--- src/hdl/mpd_pkg.sv ---
// Shared types and constants for the median point depth block.
// Depends on nothing; every other file of the block imports it.
`timescale 1ns / 1ps

package mpd_pkg;

   localparam int unsigned MAX_POINTS_DEF = 256;
   localparam int unsigned DATA_W         = 32;
   localparam int unsigned COUNT_OUT_W    = 9;
   localparam int unsigned CSR_INDEX_W    = 2;

   // Register indexes of the configuration port.
   typedef enum logic [CSR_INDEX_W-1:0] {
      CSR_ROW_X  = 2'd0,
      CSR_ROW_Y  = 2'd1,
      CSR_ROW_Z  = 2'd2,
      CSR_OFFSET = 2'd3
   } csr_index_type;

   localparam logic signed [DATA_W-1:0] ROW_X_RESET  = 32'sd0;
   localparam logic signed [DATA_W-1:0] ROW_Y_RESET  = 32'sd0;
   localparam logic signed [DATA_W-1:0] ROW_Z_RESET  = 32'sd1073741824;
   localparam logic signed [DATA_W-1:0] OFFSET_RESET = 32'sd0;

   // Command broadcast to every cell of the sorting chain.
   typedef struct packed {
      logic                     insert;
      logic                     shift;
      logic signed [DATA_W-1:0] key;
   } cell_cmd_type;

   typedef enum logic [5:0] {
      ST_IDLE   = 6'b000001,
      ST_MUL    = 6'b000010,
      ST_SUM    = 6'b000100,
      ST_SAT    = 6'b001000,
      ST_INSERT = 6'b010000,
      ST_DRAIN  = 6'b100000
   } state_type;

endpackage

--- src/hdl/mpd_cell.sv ---
// One cell of the sorting chain: holds one depth, inserts or shifts with its neighbors.
// Depends on mpd_pkg for the command struct.
`timescale 1ns / 1ps

module mpd_cell (
   input  logic                              clock,
   input  mpd_pkg::cell_cmd_type             cmd,
   input  logic                              occupied,
   input  logic                              prev_le,
   input  logic signed [mpd_pkg::DATA_W-1:0] prev_value,
   input  logic signed [mpd_pkg::DATA_W-1:0] next_value,
   output logic signed [mpd_pkg::DATA_W-1:0] value,
   output logic                              le
);
   import mpd_pkg::*;

   logic signed [DATA_W-1:0] value_ff;
   logic signed [DATA_W-1:0] value_in;

   // A held value not above the key stays; the first cell past those takes the key,
   // and the cells after it take their left neighbor's value.
   assign le = occupied && (value_ff <= cmd.key);

   always_comb begin
      value_in = value_ff;
      if (cmd.insert) begin
         if (le) begin
            value_in = value_ff;
         end else if (prev_le) begin
            value_in = cmd.key;
         end else begin
            value_in = prev_value;
         end
      end else if (cmd.shift) begin
         value_in = next_value;
      end
   end

   always_ff @(posedge clock) begin
      value_ff <= value_in;
   end

   assign value = value_ff;

endmodule

--- config.mk ---
export PLATFORM = sky130hd
export DESIGN_NAME = mpd_cell
export DESIGN_NICKNAME = d
export VERILOG_FILES = /design/src/hdl/mpd_pkg.sv /design/src/hdl/mpd_cell.sv
export SDC_FILE = /design/constraint.sdc
export NUM_CORES = 1
export LEC_CHECK = 0
export BUFFER_PORTS_ARGS = -buffer_cell sky130_fd_sc_hd__buf_4
export CELL_PAD_IN_SITES_DETAIL_PLACEMENT = 1
export CELL_PAD_IN_SITES_GLOBAL_PLACEMENT = 1
export CORE_ASPECT_RATIO = 1.1
export CORE_MARGIN = 1.5
export CORE_UTILIZATION = 33
export CTS_BUF_LIST = sky130_fd_sc_hd__clkbuf_8
export DETAILED_ROUTE_END_ITERATION = 6
export PLACE_DENSITY = 0.86
export SYNTH_ARGS = -nofsm -noshare
export SYNTH_HDL_FRONTEND = slang
export SYNTH_SLANG_ARGS = --single-unit
--- constraint.sdc ---
create_clock -name clock -period 5.35 [get_ports clock]
set_input_delay 1.605 -clock clock [delete_from_list [all_inputs] [get_ports clock]]
set_output_delay 1.605 -clock clock [all_outputs]
set_load 0.005 [all_outputs]
==> metrics.txt, run 1 <==
Routed WL=6930 um; Mapped Cells=256; CTS tree=done; Inserted Diodes=0; RSZ-0062 raised after global routing=no; antenna violations before repair=0; FF+latch count, synth=32; Die H=94.1 um; startpoint types=primary input; area of the core=0.00739 mm2; worst vdd ir=0.114 mV; vias per inst=4.94; Rel. slew slack=0.578; Min-Delay Path Class=reg -> reg; setup TNS=0 ns; leakage=1.87 nW; final instance area=0.00370 mm2; Mean Syn Cell Area=9.73 um2; Final period util=0.928; row count=33; Core Util, Final=0.501; die width=85.8 um; Congestion Overflow GR=0; Post-route DRC=0; DP HPWL=5740 um; CTS Root Cell=clkbuf_8; global-route wire length before repair=11200 um; clock slew at reported path FFs=0.08 ns; placed cells=467; FF-to-FF Start=value[15]$_DFFE_PP_; switching part of the total power=0.275; Post-Syn Area=0.00249 mm2; post-layout min period=4.97 ns; TritonCTS Buffers=5; post-CTS setup buffer count=0; clk sinks=32; Max Cap Viol=0; Setup Skew=0.00998 ns; Post-Place Cell Area=0.00360 mm2; DR pass1 iterations=4; sequential power share=0.403; starting density of the core=0.337; hold_buf cts=0; number of fill cells=874; antenna-violating nets left=0; Net Count, Synth=389; Nets=520; power density cells=220 mW/mm2; Seq/Total Area, Yosys=0.386; Hold Path Depth=4; post_cts resized=0; Die ar.=0.00808 mm2; layout cells sized above 1=0.381; H-tree depth=2; Fmax=0.201 GHz; cells on worst reg2reg path=7; initial DRC count=27; max-slew violations=0; RePlAce Congestion=0.740; clock network power share=0.282; status=complete, no violations; area growth from synthesis to layout=48.7%; Yosys warning count=0; Comb power frac=0.314; Post-Layout Cell Count=475; Buffers on Ports=133; Int Power=0.590 mW; Hold Path Origin=value[31]$_DFFE_PP_; Final Total Pwr=0.814 mW; measured slew at the worst slew-check pin=0.633 ns; Ports=134; total number of vias=2347; Fin Hold WS=1.20 ns; sw power=0.224 mW; Crit Path Max Fanout=3; Clk Latency, worst-skew pair=0.28 ns; CP startpoint=cmd[14]; vias in the first global route=2490; final setup margin=0.385 ns; Final Hold Vio Count=0; kind of critical path=in -> out; CTS max path bufs=2; Largest register FFs=32; Netlist cell types=33; routed len/inst=14.6 um; worst endpoint required time=3.74 ns; crit path DAT=3.36 ns; Worst Setup End Kind=output port; DP Worst Slack=0.335 ns; GRT Resource Usage Total=0.174; largest net degree at the start of global routing=68; final-report setup violation count=0
synth_stat cells, drive strengths merged:
master / instances / area share
a21oi: 43 / 0.086
a32oi: 1 / 0.0035
nor4: 3 / 0.010
a211oi: 1 / 0.0030
clkbuf: 5 / 0.0075
or2: 1 / 0.0025
nor2: 33 / 0.050
nand4: 6 / 0.021
ha: 32 / 0.16
a21boi: 1 / 0.0045
buf: 6 / 0.011
edfxtp: 32 / 0.39
a31oi: 1 / 0.0025
and2b: 1 / 0.0030
inv: 33 / 0.050
nand3: 5 / 0.010
a2111o: 1 / 0.0045
nor2b: 1 / 0.0025
a221o: 1 / 0.0040
mux2i: 32 / 0.13
a21o: 5 / 0.015
o31ai: 1 / 0.0050
o211ai: 1 / 0.0030
nor3: 1 / 0.0065
nand2: 4 / 0.0060
a31o: 1 / 0.0035
and4: 1 / 0.0035
and2: 1 / 0.0025
o22ai: 1 / 0.0025
o21ai: 1 / 0.0020
area by class of cell:
class / instances / area, um2 / area share
timing repair buffer: 135 / 1030 / 0.277
clock buffer: 5 / 68.8 / 0.0186
tap: 87 / 109 / 0.0294
clock inverter: 3 / 38.8 / 0.0105
multi-input combinational: 180 / 1380 / 0.372
inverter: 33 / 124 / 0.0334
sequential: 32 / 961 / 0.259
cell families after synthesis:
kind of cell | after synthesis | synth area share
muxes | 32 | 0.129
adders and majority gates | 32 | 0.161
AOI/OAI and AO/OA | 59 | 0.140
and+or+nand+nor | 57 | 0.118
DFF | 32 | 0.386
buffers and inverters | 44 | 0.0678
worst paths after layout:
kind,endpoint,slack (ns)
max,le,0.38
min,value[2]$_DFFE_PP_,1.20
max reg2reg,value[21]$_DFFE_PP_,2.55
min reg2reg,value[2]$_DFFE_PP_,1.20
metal layers:
layer	global-route usage	wire [um]
met1	0.191	2690
met2	0.332	3750
met3	0.0492	448
met4	0.0323	36
met5	0	0
power by group through the flow:
stage	clock network, mW	registers (mW)	logic [mW]
6_report	0.230	0.328	0.256
3_5_place_dp	0	0.334	0.261
4_1_cts	0.238	0.329	0.262
3_3_place_gp	0	0.333	0.253
2_1_floorplan	0	0.336	0.116
5_1_grt	0.249	0.332	0.286
cell usage in the layout, fill, tap and decap left out, types with 2 or more instances in the layout:
cell,n
nand4_1,5
nor4_1,2
inv_1,34
mux2i_1,32
ha_1,32
edfxtp_1,32
a21oi_1,43
a21o_1,5
clkbuf_8,5
buf_4,134
nor2_1,33
nand3_1,5
nand2_1,4
worst max-delay path, cell delays in order:
cell      delay (ns)
buf_4           0.08
inv_1           0.03
ha_1            0.30
nand4_1         0.19
nor4_2          0.43
a21boi_2        0.25
o31ai_2         0.10
a31o_1          0.23
buf_4           0.13
(Power assumes the default switching activity.)
==> inputs of run 2 (changes only) <==
--- a/config.mk
+++ b/config.mk
@@ -13,7 +13,7 @@
 export CORE_UTILIZATION = 33
 export CTS_BUF_LIST = sky130_fd_sc_hd__clkbuf_8
 export DETAILED_ROUTE_END_ITERATION = 6
-export PLACE_DENSITY = 0.86
+export PLACE_DENSITY = 0.88
 export SYNTH_ARGS = -nofsm -noshare
 export SYNTH_HDL_FRONTEND = slang
 export SYNTH_SLANG_ARGS = --single-unit
==> run 2 against run 1 <==
First-iteration DRC count up 89%. Sequential share of layout area increased by 0.36 points. Clock skew down 0.0071 ns.
==> metrics.txt, run 2 (same netlist as run 1, synthesis figures left out) <==
Hold Path Origin=value[31]$_DFFE_PP_; Final period util=0.932 (+0.00421); routed len/inst=15.3 um (+5.1%); CTS Root Cell=clkbuf_8; metal2 WL=4040 um (+7.5%); measured slew at the worst slew-check pin=0.625 ns (-0.00705 ns); startpoint types=primary input; post-CTS setup buffer count=0 (unchanged); Worst Setup End Kind=output port; Clk Latency, worst-skew pair=0.28 ns (about the same); antenna-violating nets left=0 (unchanged); Routed WL=7250 um (+4.7%); Setup Skew=0.00291 ns (-0.00707 ns); Nets=519 (-0.19%); power density cells=209 mW/mm2 (-5.1%); RSZ-0062 raised after global routing=no; DP HPWL=5880 um (+2.4%); layout cells sized above 1=0.376 (-0.00580); TritonCTS Buffers=5 (unchanged); uppermost routed layer=met4; starting density of the core=0.337 (unchanged); Buffers on Ports=133 (unchanged); Inserted Diodes=0 (unchanged); H-tree depth=2 (unchanged); worst vdd ir=0.0964 mV (-15%); area growth from synthesis to layout=46.6%; Congestion Overflow GR=0 (unchanged); status=complete, no violations; CP endpoint=le; Fin Hold WS=1.42 ns (+0.215 ns); Max Cap Viol=0 (unchanged); Core Util, Final=0.494 (-0.00694); hold_buf cts=0 (unchanged); Min-Delay Path Class=reg -> reg; DR pass1 iterations=4 (unchanged); row count=33 (unchanged); Post-route DRC=0 (unchanged); Crit Path Max Fanout=2 (-1); Ports=134 (unchanged); CP startpoint=cmd[29]; Die ar.=0.00808 mm2 (unchanged); FF-to-FF Start=value[15]$_DFFE_PP_; max-slew violations=0 (unchanged); Fmax=0.200 GHz (-0.45%); Final Hold Vio Count=0 (unchanged); Rel. slew slack=0.583 (+0.00470); RePlAce Congestion=0.742 (+0.31%); crit path DAT=3.38 ns (+0.02 ns); CTS tree=done; initial DRC count=51 (+89%); global-route wire length before repair=11400 um (+1.4%); slowest cell delay on critical path=0.45 ns (+0.02 ns); largest net degree at the start of global routing=68 (unchanged); crit path max-delay cell type=nor4_1; total number of vias=2378 (+1.3%); post_cts resized=0 (unchanged); vias per inst=5.03 (+1.7%); critical path cell sequence=buf_4, inv_1, ha_1, a21o_1, a2111o_1, nor4_1, a31o_1, buf_4; final-report setup violation count=0 (unchanged); antenna violations before repair=0 (unchanged); GRT Resource Usage Total=0.180 (+0.00628); wl on met1=2700 um (+0.41%); cells on worst reg2reg path=7 (unchanged); worst endpoint required time=3.74 ns (about the same); kind of critical path=in -> out; clock slew at reported path FFs=0.07 ns (about the same); leakage=1.84 nW (-1.6%); Die H=94.1 um (unchanged); Reg2Reg Setup Slack=2.69 ns (+0.14 ns); area of the core=0.00739 mm2 (unchanged); commonest non-fill, non-tap cell in the layout=buf_4; die width=85.8 um (unchanged); Largest register FFs=32 (unchanged); setup TNS=0 ns (unchanged); worst r2r dst=value[15]$_DFFE_PP_; most frequent cells in the layout=buf_4 (134), a21oi_1 (43), inv_1 (33), nor2_1 (33); vias in the first global route=2520 (+1.2%); CTS max path bufs=2 (unchanged); DP Worst Slack=0.334 ns (-0.000906 ns); most used cell, CP=buf_4; final setup margin=0.362 ns (-0.0225 ns); Final Total Pwr=0.762 mW (-6.4%); met3 WL=408 um (-8.9%); clk sinks=32 (unchanged); post-layout min period=4.99 ns (+0.0225 ns)
-- run 2: through the flow --
step,area (um2),instances
floorplan,2490,256
global placement,3580,466
detailed placement,3580,466
CTS,3650,473
global route,3650,473
finish,3650,473
-- run 2: worst max-delay path: cells and delay by family --
family / cells / cell delay, ns
AOI/OAI and AO/OA: 3 / 0.82
and+or+nand+nor: 1 / 0.45
adders and majority gates: 1 / 0.28
buffers and inverters: 3 / 0.22
-- run 2: worst min-delay path by stage --
stage	to	slack [ns]	depth (start not counted)
floorplan	value[0]$_DFFE_PP_	1.37	4
global placement	value[27]$_DFFE_PP_	1.36	5
detailed placement	value[27]$_DFFE_PP_	1.44	5
CTS	value[1]$_DFFE_PP_	1.45	5
global route	value[18]$_DFFE_PP_	1.50	5
finish	value[27]$_DFFE_PP_	1.42	5
-- run 2: area by class of cell --
| cell class | count | area, um2 |
|---|---|---|
| clock inverters | 2 | 7.51 |
| multi-input cells | 180 | 1380 |
| inverters | 33 | 124 |
| well taps | 87 | 109 |
| flip-flops and latches | 32 | 961 |
| fillers | 872 | 3740 |
| clock buffers | 5 | 68.8 |
| repair buffers | 134 | 1010 |
-- run 2: per-layer routing --
layer | GRT usage | vias up
li1 | - | 1183
met2 | 0.363 | 82
met1 | 0.182 | 1104
met5 | 0 | -
met3 | 0.0439 | 9
met4 | 0.0457 | 0
-- run 2: power breakdown --
group,total (mW),switching (mW),internal (mW)
Clock,0.178,0.0920,0.0859
Combinational,0.254,0.116,0.138
Sequential,0.329,0.0165,0.313
Total,0.762,0.225,0.537
==> inputs of run 3 (changes only) <==
--- a/config.mk
+++ b/config.mk
@@ -14,6 +14,7 @@
 export CTS_BUF_LIST = sky130_fd_sc_hd__clkbuf_8
 export DETAILED_ROUTE_END_ITERATION = 6
 export PLACE_DENSITY = 0.88
+export SETUP_SLACK_MARGIN = 0.4
 export SYNTH_ARGS = -nofsm -noshare
 export SYNTH_HDL_FRONTEND = slang
 export SYNTH_SLANG_ARGS = --single-unit
==> run 3 against run 2 <==
Non-clock buffer count increased by 4. Critical path type unchanged. Critical endpoint unchanged. Final area is 3.4% higher. Maximum frequency increased by 2.2%. Setup slack better by 0.11 ns. Via count increased by 0.71%. Hold slack worse by 0.0060 ns. Clock skew increased by 0.0019 ns. Sequential share of layout area fell by 0.87 points.
==> metrics.txt, run 3 (same netlist as run 1, synthesis figures left out) <==
power density cells=206 mW/mm2 (-1.5%); GRT Resource Usage Total=0.182 (+0.00167); Nets=523 (+0.77%); measured slew at the worst slew-check pin=0.635 ns (+0.00934 ns); commonest non-fill, non-tap cell in the layout=buf_4; cells on worst reg2reg path=8 (+1); setup TNS=0 ns (unchanged); DP HPWL=5880 um (unchanged); max-slew violations=0 (unchanged); CTS tree=done; Crit Path Max Fanout=2 (unchanged); worst vdd ir=0.0983 mV (+2.0%); Final period util=0.912 (-0.0198); layout cells sized above 1=0.410 (+0.0346); largest net degree at the start of global routing=68 (unchanged); die width=85.8 um (unchanged); Comb power frac=0.345 (+0.011); Routed WL=7400 um (+2.1%); Fmax=0.205 GHz (+2.2%); leakage=1.87 nW (+1.5%); Setup Skew=0.00477 ns (+0.00187 ns); starting density of the core=0.337 (unchanged); Buffers on Ports=133 (unchanged); antenna violations before repair=0 (unchanged); most frequent cells in the layout=buf_4 (138), a21oi_1 (42), nor2_1 (33); clk sinks=32 (unchanged); Largest register FFs=32 (unchanged); Worst Setup End Kind=output port; Final Hold Vio Count=0 (unchanged); initial DRC count=48 (-5.9%); sequential power share=0.426 (-0.006); worst endpoint required time=3.74 ns (about the same); Inserted Diodes=0 (unchanged); switching part of the total power=0.300 (+0.00497); Die H=94.1 um (unchanged); antenna-violating nets left=0 (unchanged); area growth from synthesis to layout=51.6%; clock network power share=0.229 (-0.005); row count=33 (unchanged); FF-to-FF Start=value[15]$_DFFE_PP_; vias per inst=5.02 (-0.13%); global-route wire length before repair=11500 um (+1.2%); crit path DAT=3.28 ns (-0.10 ns); total number of vias=2395 (+0.71%); routed len/inst=15.5 um (+1.2%); Rel. slew slack=0.577 (-0.00622); startpoint types=primary input; RSZ-0062 raised after global routing=no; worst r2r dst=value[8]$_DFFE_PP_; H-tree depth=2 (unchanged); Ports=134 (unchanged); final instance area=0.00378 mm2 (+3.4%); clock slew at reported path FFs=0.07 ns (about the same); Clk Latency, worst-skew pair=0.28 ns (about the same); Max Cap Viol=0 (unchanged); Congestion Overflow GR=0 (unchanged); post-layout min period=4.88 ns (-0.106 ns); TritonCTS Buffers=5 (unchanged); DR pass1 iterations=4 (unchanged); area of the core=0.00739 mm2 (unchanged); CP startpoint=cmd[14]; Post-route DRC=0 (unchanged); status=complete, no violations; vias in the first global route=2528 (+0.32%); CTS max path bufs=2 (unchanged); sw power=0.233 mW (+3.6%); Die ar.=0.00808 mm2 (unchanged); final-report setup violation count=0 (unchanged); kind of critical path=in -> out; Min-Delay Path Class=reg -> reg; CTS Root Cell=clkbuf_8; Int Power=0.543 mW (+1.2%); RePlAce Congestion=0.742 (unchanged); Post-Place Cell Area=0.00358 mm2 (unchanged); CP endpoint=le; Reg2Reg Setup Slack=2.62 ns (-0.07 ns)
run 3: changes by cell type in the layout (fill, tap and decap cells not counted), moves of 2 or more:
cell / previous run / this run
inv_1: 33 / 30
buf_4: 134 / 138
ha_1: 32 / 29
ha_4: 0 / 3
nor4_4: 0 / 2
inv_2: 0 / 3
nor4_1: 2 / 0
run 3: power by group through the flow:
stage          combinational [mW]  clock [mW]  sequential (mW)
5_1_grt                     0.297       0.194            0.335
3_3_place_gp                0.246           0            0.333
2_1_floorplan               0.116           0            0.336
3_5_place_dp                0.258           0            0.336
4_1_cts                     0.264       0.186            0.330
6_report                    0.268       0.178            0.331
run 3: timing repair:
item,in CTS,in global routing
setup buffers,1,3
hold buffers,0,0
setup endpoints to repair,1,1
resized for setup,4,11
pin swaps,2,8
run 3: worst min-delay path by stage:
stage	startpoint	cells past startpoint	slack (ns)	endpoint
final	value[31]$_DFFE_PP_	5	1.41	value[27]$_DFFE_PP_
after global routing	value[31]$_DFFE_PP_	5	1.49	value[18]$_DFFE_PP_
after CTS	value[31]$_DFFE_PP_	5	1.45	value[1]$_DFFE_PP_
after detailed placement	value[31]$_DFFE_PP_	5	1.44	value[27]$_DFFE_PP_
after global placement	value[31]$_DFFE_PP_	5	1.36	value[27]$_DFFE_PP_
after floorplan	value[31]$_DFFE_PP_	4	1.37	value[0]$_DFFE_PP_
run 3: critical path: stages:
cell     delay [ns]
buf_4          0.12
inv_2          0.06
ha_4           0.20
buf_4          0.13
a21oi_1        0.15
nand2_1        0.08
a221o_1        0.40
o31ai_4        0.24
a31o_1         0.19
buf_4          0.12
run 3: cell type report:
type / count / area (um2)
clock buffer: 5 / 68.8
clock inverter: 2 / 7.51
fill: 859 / 3610
inverter: 33 / 124
multi-input combinational: 180 / 1470
sequential: 32 / 961
tap: 87 / 109
timing repair buffer: 138 / 1040
run 3: metrics by stage:
stage	util	total power [mW]	hold slack [ns]	setup slack [ns]	std cells
4_1_cts	0.499	0.781	1.45	0.408	474
2_1_floorplan	-	0.452	1.37	0.451	256
3_5_place_dp	0.484	0.594	1.44	0.334	466
5_1_grt	0.511	0.826	1.49	0.379	477
6_report	0.511	0.776	1.41	0.469	477
3_3_place_gp	0.484	0.579	1.36	0.332	466
run 3: layer usage:
metal | part of all wire | global-route usage | up-vias
li1 | - | - | 1193
met1 | 0.38 | 0.186 | 1113
met2 | 0.56 | 0.364 | 80
met3 | 0.051 | 0.0439 | 9
met4 | 0.013 | 0.0457 | 0
met5 | 0 | 0 | -
